==> config.mk <==
export PLATFORM = sky130hd
export DESIGN_NAME = signed_integer_to_radix_text_flat
export DESIGN_NICKNAME = d
export VERILOG_FILES = /design/src/sv/sirt_pkg.sv /design/src/sv/sirt_channels.sv /design/src/sv/signed_integer_to_radix_text.sv /design/src/flat_wrapper.sv
export VERILOG_INCLUDE_DIRS = /design/src /design/src/sv
export SDC_FILE = /design/constraint.sdc
export NUM_CORES = 2
export LEC_CHECK = 0
export BUFFER_PORTS_ARGS = -buffer_cell sky130_fd_sc_hd__buf_2
export CORE_ASPECT_RATIO = 1.1
export CORE_UTILIZATION = 55
export DETAILED_ROUTE_END_ITERATION = 12
export PLACE_DENSITY = 0.71
export SLEW_MARGIN = 20
export SYNTH_ARGS = -nofsm -noshare
export SYNTH_HDL_FRONTEND = slang
export SYNTH_SLANG_ARGS = --single-unit
==> constraint.sdc <==
create_clock -name clk -period 15.7 [get_ports clk]
set_input_delay 3.14 -clock clk [delete_from_list [all_inputs] [get_ports clk]]
set_output_delay 3.14 -clock clk [all_outputs]
set_load 0.02 [all_outputs]
==> src/sv/signed_integer_to_radix_text_macros.svh <==
// Assertion helpers shared by the RTL; all sample on clk and are muted in reset.
`ifndef SIGNED_INTEGER_TO_RADIX_TEXT_MACROS_SVH
`define SIGNED_INTEGER_TO_RADIX_TEXT_MACROS_SVH

// Same-cycle implication.
`define SIRT_ASSERT_NOW(lbl, ante, cons) \
	lbl: assert property (@(posedge clk) disable iff (!arst_n) (ante) |-> (cons)) \
		else $error("sirt: same-cycle check failed");

// Next-cycle implication.
`define SIRT_ASSERT_NEXT(lbl, ante, cons) \
	lbl: assert property (@(posedge clk) disable iff (!arst_n) (ante) |=> (cons)) \
		else $error("sirt: next-cycle check failed");

`endif

==> src/sv/sirt_pkg.sv <==
package sirt_pkg;

	localparam int VALUE_W     = 32;
	localparam int CHAR_W      = 8;
	localparam int LEN_W       = 5;
	localparam int SYM_W       = 64;
	localparam int CFG_IDX_W   = 2;
	localparam int MAX_BASE_DEF = 16;

	// register indexes of the config port
	localparam logic [CFG_IDX_W-1:0] REG_BASE_LEN     = 2'd0;
	localparam logic [CFG_IDX_W-1:0] REG_SYMBOLS_LOW  = 2'd1;
	localparam logic [CFG_IDX_W-1:0] REG_SYMBOLS_HIGH = 2'd2;

	localparam logic [CHAR_W-1:0] CHAR_PLUS      = 8'h2B;
	localparam logic [CHAR_W-1:0] CHAR_MINUS     = 8'h2D;
	localparam logic [CHAR_W-1:0] CHAR_PRINT_LO  = 8'd32;
	localparam logic [CHAR_W-1:0] CHAR_PRINT_END = 8'd127;

	// byte idx of the 16-symbol alphabet
	function automatic logic [CHAR_W-1:0] sym_at(input logic [2*SYM_W-1:0] syms,
	                                              input logic [3:0] idx);
		return syms[idx*CHAR_W +: CHAR_W];
	endfunction

endpackage

==> src/sv/sirt_channels.sv <==
interface sirt_value_if;
	logic                              valid;
	logic                              ready;
	logic signed [sirt_pkg::VALUE_W-1:0] value;

	modport source (output valid, output value, input ready);
	modport sink   (input valid, input value, output ready);
endinterface

interface sirt_text_if;
	logic                        valid;
	logic                        ready;
	logic [sirt_pkg::CHAR_W-1:0] text_char;
	logic                        final_char;

	modport source (output valid, output text_char, output final_char, input ready);
	modport sink   (input valid, input text_char, input final_char, output ready);
endinterface

==> src/sv/signed_integer_to_radix_text.sv <==
// Signed 32-bit integer to text in a programmable radix. Program base_len (the radix, 2..MAX_BASE)
// and the symbol bytes (symbol 0 in the low byte of symbols_low) while the block is idle. Each
// value accepted on "operand" comes out on "text" as one transaction per character: '-' for a
// negative value, then the digits most significant first, with final_char set on the last one.
// An alphabet that is too short, too long, has a non-printable byte, a '+' or '-', or a repeated
// symbol makes the value produce no transaction at all. One value is handled at a time; operand
// is not ready until the last character has been loaded into the output register, or until a
// bad alphabet has sent the sequencer back to idle. Operation: the block first builds the powers
// of the radix with one multiply-compare per cycle, then extracts each digit with a single
// compare-subtract unit that resolves one quotient bit per cycle. operand is ready again in the
// cycle after the load of the last character. A value against a bad alphabet passes through the
// load and check states and returns to idle. Backpressure on text holds the block only while it
// has a character to load; a stall that overlaps digit calculation costs nothing.
`include "signed_integer_to_radix_text_macros.svh"

module signed_integer_to_radix_text #(
	parameter int MAX_BASE = sirt_pkg::MAX_BASE_DEF
) (
	input  logic                            clk,
	input  logic                            arst_n,
	input  logic                            cfg_wr_en,
	input  logic [sirt_pkg::CFG_IDX_W-1:0]  cfg_index,
	input  logic [sirt_pkg::SYM_W-1:0]      cfg_data,
	sirt_value_if.sink                      operand,
	sirt_text_if.source                     text
);

	// digit width follows the largest radix; BIT_W is the width of the quotient-bit index in a digit
	localparam int DIG_W = (MAX_BASE > 2) ? $clog2(MAX_BASE) : 1;
	localparam int BIT_W = (DIG_W > 1) ? $clog2(DIG_W) : 1;
	localparam int VW    = sirt_pkg::VALUE_W;
	localparam int TW    = VW + DIG_W;          // shifted power for the trial subtract
	localparam int PW    = VW + sirt_pkg::LEN_W; // power times radix
	localparam int NPOW  = VW;                  // radix^0 .. radix^31 at most
	localparam int KW    = $clog2(NPOW);
	localparam logic [sirt_pkg::LEN_W-1:0] LEN_MAX = sirt_pkg::LEN_W'(MAX_BASE);

	typedef enum logic [5:0] {
		S_IDLE  = 6'b000001,
		S_LOAD  = 6'b000010,
		S_CHECK = 6'b000100,
		S_SIGN  = 6'b001000,
		S_POW   = 6'b010000,
		S_DIG   = 6'b100000
	} state_t;

	// S_DIG also covers the output wait; a separate one-hot code keeps it readable
	typedef enum logic [1:0] {
		P_CALC = 2'b01,
		P_OUT  = 2'b10
	} dig_phase_t;

	state_t                          state_q;
	dig_phase_t                      phase_q;

	// configuration
	logic [sirt_pkg::LEN_W-1:0]      base_len_q;
	logic [2*sirt_pkg::SYM_W-1:0]    syms_q;
	logic                            base_ok;
	logic                            base_ok_q;

	// datapath
	logic [VW-1:0]                   raw_q;
	logic                            neg_q;
	logic [VW-1:0]                   rem_q;
	logic [VW-1:0]                   pw_q [NPOW];
	logic [KW-1:0]                   k_q;
	logic [BIT_W-1:0]                b_q;
	logic [BIT_W-1:0]                topbit;
	logic [BIT_W-1:0]                topbit_q;
	logic [DIG_W-1:0]                dig_q;

	// output register
	logic                            ovalid_q;
	logic [sirt_pkg::CHAR_W-1:0]     ochar_q;
	logic                            ofinal_q;
	logic                            ospace;
	logic                            dig_out;
	logic                            oload;
	logic                            last_load;

	logic [VW-1:0]                   mag;
	logic [VW-1:0]                   pw_rd;
	logic [PW-1:0]                   pw_next;
	logic                            pw_fits;
	logic [TW-1:0]                   trial;
	logic [TW-1:0]                   rem_ext;
	logic                            take_bit;
	logic [sirt_pkg::LEN_W-1:0]      len_m1;
	logic [sirt_pkg::CHAR_W-1:0]     dig_char;

	// assertion terms
	logic                            dig_legal;
	logic                            out_printable;

	//--------------------------------------------------------------------------
	// Configuration registers; a write to an unused index is dropped.
	//--------------------------------------------------------------------------
	always_ff @(posedge clk or negedge arst_n) begin
		if (!arst_n) begin
			base_len_q <= '0;
			syms_q     <= '0;
		end else if (cfg_wr_en) begin
			unique case (cfg_index)
				sirt_pkg::REG_BASE_LEN:     base_len_q <= cfg_data[sirt_pkg::LEN_W-1:0];
				sirt_pkg::REG_SYMBOLS_LOW:  syms_q[sirt_pkg::SYM_W-1:0] <= cfg_data;
				sirt_pkg::REG_SYMBOLS_HIGH: syms_q[2*sirt_pkg::SYM_W-1:sirt_pkg::SYM_W] <= cfg_data;
				default: ;
			endcase
		end
	end

	// Alphabet check: all pairwise compares side by side, registered. The result is consumed
	// in the check state, which follows the load state, so it reflects the current alphabet.
	always_comb begin
		logic [sirt_pkg::CHAR_W-1:0] c;
		base_ok = (base_len_q >= sirt_pkg::LEN_W'(2)) && (base_len_q <= LEN_MAX);
		for (int i = 0; i < MAX_BASE; i++) begin
			c = sirt_pkg::sym_at(syms_q, 4'(i));
			if (sirt_pkg::LEN_W'(i) < base_len_q) begin
				if (c < sirt_pkg::CHAR_PRINT_LO || c >= sirt_pkg::CHAR_PRINT_END ||
				    c == sirt_pkg::CHAR_PLUS || c == sirt_pkg::CHAR_MINUS)
					base_ok = 1'b0;
				for (int j = i + 1; j < MAX_BASE; j++) begin
					if (sirt_pkg::LEN_W'(j) < base_len_q &&
					    sirt_pkg::sym_at(syms_q, 4'(j)) == c)
						base_ok = 1'b0;
				end
			end
		end
	end

	// Top quotient bit of a digit: position of the top set bit of radix-1.
	always_comb begin
		len_m1 = base_len_q - sirt_pkg::LEN_W'(1);
		topbit = '0;
		for (int i = 0; i < DIG_W; i++) begin
			if (len_m1[i])
				topbit = BIT_W'(i);
		end
	end

	//--------------------------------------------------------------------------
	// Shared arithmetic
	//--------------------------------------------------------------------------
	assign mag      = raw_q[VW-1] ? (VW'(0) - raw_q) : raw_q;
	assign pw_rd    = pw_q[k_q];

	// power build: next power of the radix, kept while it does not exceed the magnitude
	assign pw_next  = PW'(pw_rd) * PW'(base_len_q);
	assign pw_fits  = pw_next <= PW'(rem_q);

	// digit extraction: restoring step against power << bit
	assign trial    = TW'(pw_rd) << b_q;
	assign rem_ext  = TW'(rem_q);
	assign take_bit = rem_ext >= trial;

	assign dig_char = sirt_pkg::sym_at(syms_q, 4'(dig_q));
	assign ospace   = !ovalid_q || text.ready;

	// a character enters the output register: the sign or a finished digit
	assign dig_out   = (state_q == S_DIG) && (phase_q == P_OUT);
	assign oload     = ospace && ((state_q == S_SIGN) || dig_out);
	assign last_load = dig_out && ospace && (k_q == '0);

	assign operand.ready = (state_q == S_IDLE);
	assign text.valid      = ovalid_q;
	assign text.text_char  = ochar_q;
	assign text.final_char = ofinal_q;

	//--------------------------------------------------------------------------
	// Sequencer
	//--------------------------------------------------------------------------
	always_ff @(posedge clk or negedge arst_n) begin
		if (!arst_n) begin
			state_q   <= S_IDLE;
			phase_q   <= P_CALC;
			base_ok_q <= 1'b0;
			ovalid_q  <= 1'b0;
			k_q       <= '0;
			b_q       <= '0;
		end else begin
			base_ok_q <= base_ok;
			if (oload)
				ovalid_q <= 1'b1;
			else if (text.ready)
				ovalid_q <= 1'b0;
			unique case (state_q)
				S_IDLE: begin
					if (operand.valid)
						state_q <= S_LOAD;
				end
				S_LOAD: begin
					state_q <= S_CHECK;
				end
				S_CHECK: begin
					k_q <= '0;
					if (!base_ok_q)
						state_q <= S_IDLE;
					else if (neg_q)
						state_q <= S_SIGN;
					else
						state_q <= S_POW;
				end
				S_SIGN: begin
					if (ospace)
						state_q <= S_POW;
				end
				S_POW: begin
					if (pw_fits) begin
						k_q <= k_q + KW'(1);
					end else begin
						b_q     <= topbit_q;
						phase_q <= P_CALC;
						state_q <= S_DIG;
					end
				end
				S_DIG: begin
					unique case (phase_q)
						P_CALC: begin
							if (b_q == '0)
								phase_q <= P_OUT;
							else
								b_q <= b_q - BIT_W'(1);
						end
						P_OUT: begin
							if (ospace) begin
								if (k_q == '0) begin
									state_q <= S_IDLE;
								end else begin
									k_q     <= k_q - KW'(1);
									b_q     <= topbit_q;
									phase_q <= P_CALC;
								end
							end
						end
						default: phase_q <= P_CALC;
					endcase
				end
				default: state_q <= S_IDLE;
			endcase
		end
	end

	// Payload registers
	always_ff @(posedge clk) begin
		if (state_q == S_IDLE && operand.valid)
			raw_q <= operand.value;
		if (state_q == S_LOAD) begin
			neg_q    <= raw_q[VW-1];
			rem_q    <= mag;
			topbit_q <= topbit;
		end
		if (state_q == S_CHECK)
			pw_q[0] <= VW'(1);
		if (state_q == S_SIGN && ospace) begin
			ochar_q  <= sirt_pkg::CHAR_MINUS;
			ofinal_q <= 1'b0;
		end
		if (state_q == S_POW) begin
			dig_q <= '0;
			if (pw_fits)
				pw_q[KW'(k_q + KW'(1))] <= pw_next[VW-1:0];
		end
		if (state_q == S_DIG) begin
			if (phase_q == P_CALC && take_bit) begin
				rem_q        <= rem_ext[VW-1:0] - trial[VW-1:0];
				dig_q[b_q]   <= 1'b1;
			end
			if (phase_q == P_OUT && ospace) begin
				ochar_q  <= dig_char;
				ofinal_q <= (k_q == '0);
				dig_q    <= '0;
			end
		end
	end

	//--------------------------------------------------------------------------
	// Assertions
	//--------------------------------------------------------------------------
	assign dig_legal     = sirt_pkg::LEN_W'(dig_q) < base_len_q;
	assign out_printable = (ochar_q >= sirt_pkg::CHAR_PRINT_LO) &&
	                       (ochar_q < sirt_pkg::CHAR_PRINT_END);

	// a finished digit never reaches the radix
	`SIRT_ASSERT_NOW(a_digit_in_range, dig_out, dig_legal)
	// a non-final character pending means the value is still in progress
	`SIRT_ASSERT_NOW(a_busy_until_final, (ovalid_q && !ofinal_q), (!operand.ready))
	// only a valid alphabet emits, so every character is printable
	`SIRT_ASSERT_NOW(a_printable_out, text.valid, out_printable)
	// loading the last digit returns the sequencer to idle
	`SIRT_ASSERT_NEXT(a_final_to_idle, last_load, (state_q == S_IDLE && ofinal_q))

endmodule

==> src/flat_wrapper.sv <==
// flat-port wrapper written by rule: the top's interface ports become plain ports
module signed_integer_to_radix_text_flat 
#(
	parameter int MAX_BASE = sirt_pkg::MAX_BASE_DEF
)
  (clk, arst_n, cfg_wr_en, cfg_index, cfg_data, operand_valid, operand_value, operand_ready, text_valid, text_text_char, text_final_char, text_ready);
  sirt_value_if operand_i ();
  sirt_text_if text_i ();
  input  logic clk;
  input  logic arst_n;
  input  logic cfg_wr_en;
  input  logic [sirt_pkg::CFG_IDX_W-1:0] cfg_index;
  input  logic [sirt_pkg::SYM_W-1:0] cfg_data;
  input wire logic [$bits(operand_i.valid)-1:0] operand_valid;
  input wire logic [$bits(operand_i.value)-1:0] operand_value;
  output wire logic [$bits(operand_i.ready)-1:0] operand_ready;
  output wire logic [$bits(text_i.valid)-1:0] text_valid;
  output wire logic [$bits(text_i.text_char)-1:0] text_text_char;
  output wire logic [$bits(text_i.final_char)-1:0] text_final_char;
  input wire logic [$bits(text_i.ready)-1:0] text_ready;
  assign operand_i.valid = operand_valid;
  assign operand_i.value = operand_value;
  assign operand_ready = operand_i.ready;
  assign text_valid = text_i.valid;
  assign text_text_char = text_i.text_char;
  assign text_final_char = text_i.final_char;
  assign text_i.ready = text_ready;
  signed_integer_to_radix_text #(.MAX_BASE(MAX_BASE)) u_core (.clk(clk), .arst_n(arst_n), .cfg_wr_en(cfg_wr_en), .cfg_index(cfg_index), .cfg_data(cfg_data), .operand(operand_i), .text(text_i));
endmodule
After elaboration in Yosys (flattened, before gate mapping)
Memories as Yosys holds them, arrays and structs flattened.
Index checks and enable logic that the tools add are counted.
- memories kept: 1
- output and inout port bits: 11
- bits in registers: 230
- word-level logic and storage cells: 657
- memory bits (writable): 1024
- shift-type cells: 2
- multiply operators: 1
- equal/unequal tests: 175
- $add $sub $neg: 6
- magnitude comparators: 54
- reductions and logical operators: 194
- bitwise logic cells: 1
- mux-type cells: 206
- memories (memory ; words ; width ; rd ports ; clocked after Yosys merged registers in ; write ports ; RTL line ; RTL):
    u_core.pw_q ; 32 ; 32 ; 1 ; 0 ; 1 ; signed_integer_to_radix_text.sv:66 ; logic [VW-1:0] pw_q [NPOW];
- operators by type and width (kind ; number):
    == test 8 bit ; 120
    == test 8 x 6 -> 1 bit (second input constant) ; 32
    two-way mux 1 bit ; 166
    two-way mux 32 bit ; 5
    >= comparator 8 x 7 -> 1 bit (second input constant) ; 16
    logical AND 1 bit ; 128
    < comparator 8 x 6 -> 1 bit (second input constant) ; 16
    indexed part select 128 x 8 -> 8 bit ; 1
    logical OR 1 bit ; 50
    two-way mux 6 bit ; 7
    < comparator 4 x 5 -> 1 bit (first input constant) ; 8
    <= comparator 37 x 32 -> 1 bit ; 1
    multiplier 32 x 5 -> 37 bit ; 1
    >= comparator 32 x 36 -> 1 bit ; 1
    case mux 6 bit (6 select lines) ; 1
    << shifter 32 x 2 -> 36 bit ; 1
    OR reduction 32 bit ; 1
    subtractor 1 x 32 -> 32 bit (first input constant) ; 1
    subtractor 32 bit ; 1
    two-way mux 5 bit ; 6
    two-way mux 8 bit ; 3
    < comparator 3 x 5 -> 1 bit (first input constant) ; 4
    two-way mux 2 bit ; 8
    two-way mux 4 bit ; 4
    35 further kinds ; 57

Logic depth before layout (Yosys ltp)
- word-level depth: 156
- depth in mapped cells: 34

Worst setup path after synthesis
No wires, ideal clock.
- kind: register to register
- from: reg u_core.k_q[1]
- to: mem u_core.pw_q[0][0] in the netlist's numbering (enable)
- arrival time: 11.286 ns
- data required time: 15.189 ns
- stages on the path, launching flop included: 34
- clock period less this slack: 11.796 ns
- setup slack: 3.904 ns
- path through: dfrtp_1 buf_2 buf_2 buf_4 buf_2 clkbuf_1 mux4_2 mux4_2 mux2i_1 nand2b_1 fa_1 fa_1 fa_1 inv_1 ha_1 o21ai_0 o21ai_1 nand2_1 o31ai_1 a21boi_0 o21ai_0 a21oi_1 xnor2_1 ha_1 and4_1 nand3_1 nor4_1 a21o_1 o2111a_1 o211ai_1 nor3_2 nand3_1 clkbuf_1 o41ai_1
- cells in the longest elaborated chain, start to end: 8
- elaborated cells on any way between the ends: 10
- those cells by class: 1 x add/sub; 1 x mul; 1 x order compare; 5 x mux; 1 x reduce/logical; 1 x memory
- RTL lines (what ; RTL line ; RTL):
    from (decl) ; signed_integer_to_radix_text.sv:67 ; logic [KW-1:0] k_q;
    from (signal assigned) ; signed_integer_to_radix_text.sv:211 ; k_q <= k_q + KW'(1);
    from (signal assigned) ; signed_integer_to_radix_text.sv:231 ; k_q <= k_q - KW'(1);
    memory (32 x 32 bit) ; -- ;
    multiplier 32 x 5 -> 37 bit ; signed_integer_to_radix_text.sv:150 ; assign pw_next = PW'(pw_rd) * PW'(base_len_q);
    <= comparator 37 x 32 -> 1 bit ; signed_integer_to_radix_text.sv:151 ; assign pw_fits = pw_next <= PW'(rem_q);
    two-way mux 1 bit ; signed_integer_to_radix_text.sv:262 ; if (pw_fits)
    two-way mux 1 bit ; signed_integer_to_radix_text.sv:260 ; if (state_q == S_POW) begin
    two-way mux 1 bit (implied by the code) ; signed_integer_to_radix_text.sv:263 ; pw_q[KW'(k_q + KW'(1))] <= pw_next[VW-1:0];
    OR reduction 32 bit (no line) ; -- ;
    two-way mux 5 bit (no line) / two-way mux 1 bit (equally long branches) ; -- ;
    to (decl) ; signed_integer_to_radix_text.sv:66 ;
Parallel ways exist; a longest one is shown, timed or not.

Final worst setup path
- from: reg u_core.k_q[0]
- to: mem u_core.pw_q[0][6] in the netlist's numbering (enable)
The elaborated chain is that of the path after synthesis.

==> metrics.yaml <==
outcome:
  status: "finished, final reports clean"
route:
  ant_nets: 0
  vias: 47513
  drt-pass1-iter-count: 6
  drt-wirelength-per-cell_um: 31.5
  totalWireLength_mm: 222
  drtIter0Drc: 6162
  drc: 0
  vias_per_cell: 6.74
floorplanning:
  core-area_um2: 127000
  die_h_um: 377
  die_w_um: 343
  ioPinCount: 114
  initial_core_util: 0.555
  dieArea_um2: 130000
  rows: 137
power:
  swShare: 0.389
  intPower_uw: 7320
  p_per_area_nw_per_um2: 155
  power_frac_comb: 0.424
  fin_total_pwr_uw: 12000
  power_frac_seq: 0.330
  p_leak_uw: 0.0291
  vdd_ir_drop_max_mv: 0.124
  power.net_switching_uw: 4660
  clockPowerShare: 0.247
cts:
  clk_pin_slew_worst_paths_ns: 0.06
  ctsHoldBuffers: 0
  clockBufferDepth: 3
  cts_tree: "built"
  clk_latency_ns: 0.78
  post_cts.repair.setup_buffers: 0
  numCtsBuffers: 121
  numClockSinks: 1254
  ctsResizeCount: 0
  htree_num_levels: 3
  ctsRootBufferMaster: "clkbuf_16"
worst_setup_path:
  slowest_delay_ns: 0.96
  crit_cells: 31
  reg2reg_from: "u_core.k_q[0]"
  worstPathRequired_ns: 16.10
  critPathBufInv: 5
  r2r-end: "u_core.pw_q[0][6]"
  crit_family: "compound AO/OA/AOI/OAI gates"
  reg2reg_setup_slack_ns: 3.63
  crit_type: "flip-flop to flip-flop"
  cp-start-kind: "flip-flop"
  arrival_ns: 12.47
  slowest_stage: "dfrtp_4"
  cp_max_fo: 81
  endpoint_kind: "flip-flop"
  reg2regPathDepth: 31
final_layout:
  layout_common_cells: "edfxtp_1, xnor2_1, xor2_1"
  fill_cells: 9640
  syn_to_final_growth_pct: 10.0
  design_area_um2: 77500
  final_nets: 5593
  final_layout_size_suffix_gt1_frac: 0.207
  final_common_cell: "edfxtp_1"
yosys:
  synth_edf_count: 1059
  ys_ff_latch: 1254
  postSynthAreaPerCell_um2: 13.4
  synth_ff_type: "edfxtp_1"
  synthTopCellsByArea: "edfxtp_1, mux4_2, xnor2_1"
  synthesis.instances: 5250
  syn-cell-area_um2: 70400
  ys_types: 87
  syn-num-nets: 5565
  yosysTopAreaCell: "edfxtp_1"
  synth_top_area_frac: 0.451
  yosysSeqAreaShare: 0.518
  async_reset_ff_frac: 0.120
  yosysWarnings: 0
timing:
  fin_crit_ns: 12.07
  setup-violations-final: 0
  slew_headroom: 0.170
  final_hold_viol_count: 0
  slew_violations: 0
  setup_ws_ns: 3.63
  worst_pin_slew_ns: 1.24
  max_freq_ghz: 0.0829
  fin_crit_sh: 0.769
  rsz0062_at_grt: "no"
  tns_ns: 0
  fin_skew_ns: 0.0484
  holdWs_ns: 0.505
grt:
  grt_max_degree: 134
  grt_pass1_wl_mm: 322
  grt_pass1_vias: 46180
  grt-ovfl-total: 0
  grt_antenna_before_repair: 7
  gr-usage-all-layers: 0.344
place:
  dpl_cell_area_um2: 73400
  io_buffer_count: 113
  dp_hpwl_mm: 140
  pre_cts_ws_ns: 3.82
  finalWeightedCongestion: 0.999
hold_path:
  hp-start: "u_core.syms_q[82]"
  min_path_cells: 1
  hold_path.class: "flip-flop to flip-flop"
  min_to: "u_core.syms_q[82]"
job:
  drv_cap: 0
==> layout make-up <==
cell class                 count  area, um^2  area share
antenna                        3        7.51   0.0000969
multi-input combinational   3410       32000       0.412
inverter                     142         533     0.00688
clock buffer                 144        3110      0.0402
sequential                  1254       36500       0.471
clock inverter                82         886      0.0114
tap                         1668        2090      0.0269
timing repair buffer         349        2430      0.0313
==> metal layers <==
layer | global-route usage | part of all wire
met3 | 0.0655 | 0.10
met5 | 0 | 0.000036
met2 | 0.533 | 0.46
met1 | 0.463 | 0.38
met4 | 0.179 | 0.059
==> cell families (layout without fill, tap and decap cells) <==
family | Yosys count | count (layout) | share of synthesized area
DFF | 1254 | 1254 | 0.518
muxes | 562 | 562 | 0.144
adders and majority gates | 212 | 212 | 0.0474
other | 0 | 3 | 0
AOI/OAI and AO/OA | 518 | 518 | 0.0478
and+or+nand+nor | 1078 | 1078 | 0.0810
xor gates and xnor gates | 1040 | 1040 | 0.129
buffers and inverters | 586 | 717 | 0.0331
==> power groups by stage <==
| stage | clock, uW | combinational (uW) | sequential (uW) |
|---|---|---|---|
| 4_1_cts | 2980 | 4950 | 3970 |
| 6_report | 2960 | 5080 | 3950 |
| 5_1_grt | 3100 | 5450 | 3970 |
| 3_5_place_dp | 0 | 4930 | 4040 |
| 2_1_floorplan | 0 | 3740 | 3830 |
| 3_3_place_gp | 0 | 4850 | 4030 |
==> worst max path at each step <==
| stage | from | slack, ns | to |
|---|---|---|---|
| 2_1_floorplan | u_core.k_q[1] | 3.90 | u_core.pw_q[0][0] |
| 3_3_place_gp | u_core.k_q[0] | 4.02 | u_core.pw_q[0][8] |
| 3_5_place_dp | u_core.k_q[0] | 3.82 | u_core.pw_q[0][12] |
| 4_1_cts | u_core.k_q[0] | 3.77 | u_core.pw_q[0][6] |
| 5_1_grt | u_core.k_q[0] | 2.96 | u_core.pw_q[0][5] |
| 6_report | u_core.k_q[0] | 3.63 | u_core.pw_q[0][6] |
==> flip-flops by register name, indices dropped and copies added, names as in the netlist, 4 cells and up <==
name,flops
u_core.rem_q,32
u_core.base_len_q,5
u_core.syms_q,128
u_core.text.text_char,8
u_core.state_q,6
u_core.k_q,5
u_core.pw_q,1024
u_core.dig_q,4
u_core.raw_q,32
==> synth_stat cells, drive strengths merged (17+ instances only) <==
master,number
edfxtp,1059
xnor2,637
xor2,403
mux4,345
clkbuf,259
nand2,211
nor2,203
buf,185
nand4,171
mux2,160
dfrtp,148
a21oi,146
inv,138
nor4,138
ha,121
o21ai,109
fa,91
nor3,81
nand3,61
and2,57
mux2i,57
dfxtp,45
a31oi,36
nor2b,29
o31ai,29
and4,26
a21o,25
o21a,21
a211oi,20
or4,20
nand2b,17
or3,17
==> stage by stage <==
step / instances / util
6_report: 7052 / 0.611
5_1_grt: 7049 / 0.611
4_1_cts: 7044 / 0.610
3_5_place_dp: 6818 / 0.578
3_3_place_gp: 6818 / 0.578
2_1_floorplan: 5250 / -
==> worst register-to-register path, delay by kind of cell (launching register included) <==
kind,cells,cell delay [ns]
AO/OA/AOI/OAI,10,2.95
XOR/XNOR,1,0.18
adder cells (fa/ha/maj),5,2.15
buffers and inverters,5,1.84
flip-flops,1,0.96
multiplexers,3,1.97
AND/OR/NAND/NOR,7,1.61
(Power assumes the default switching activity.)
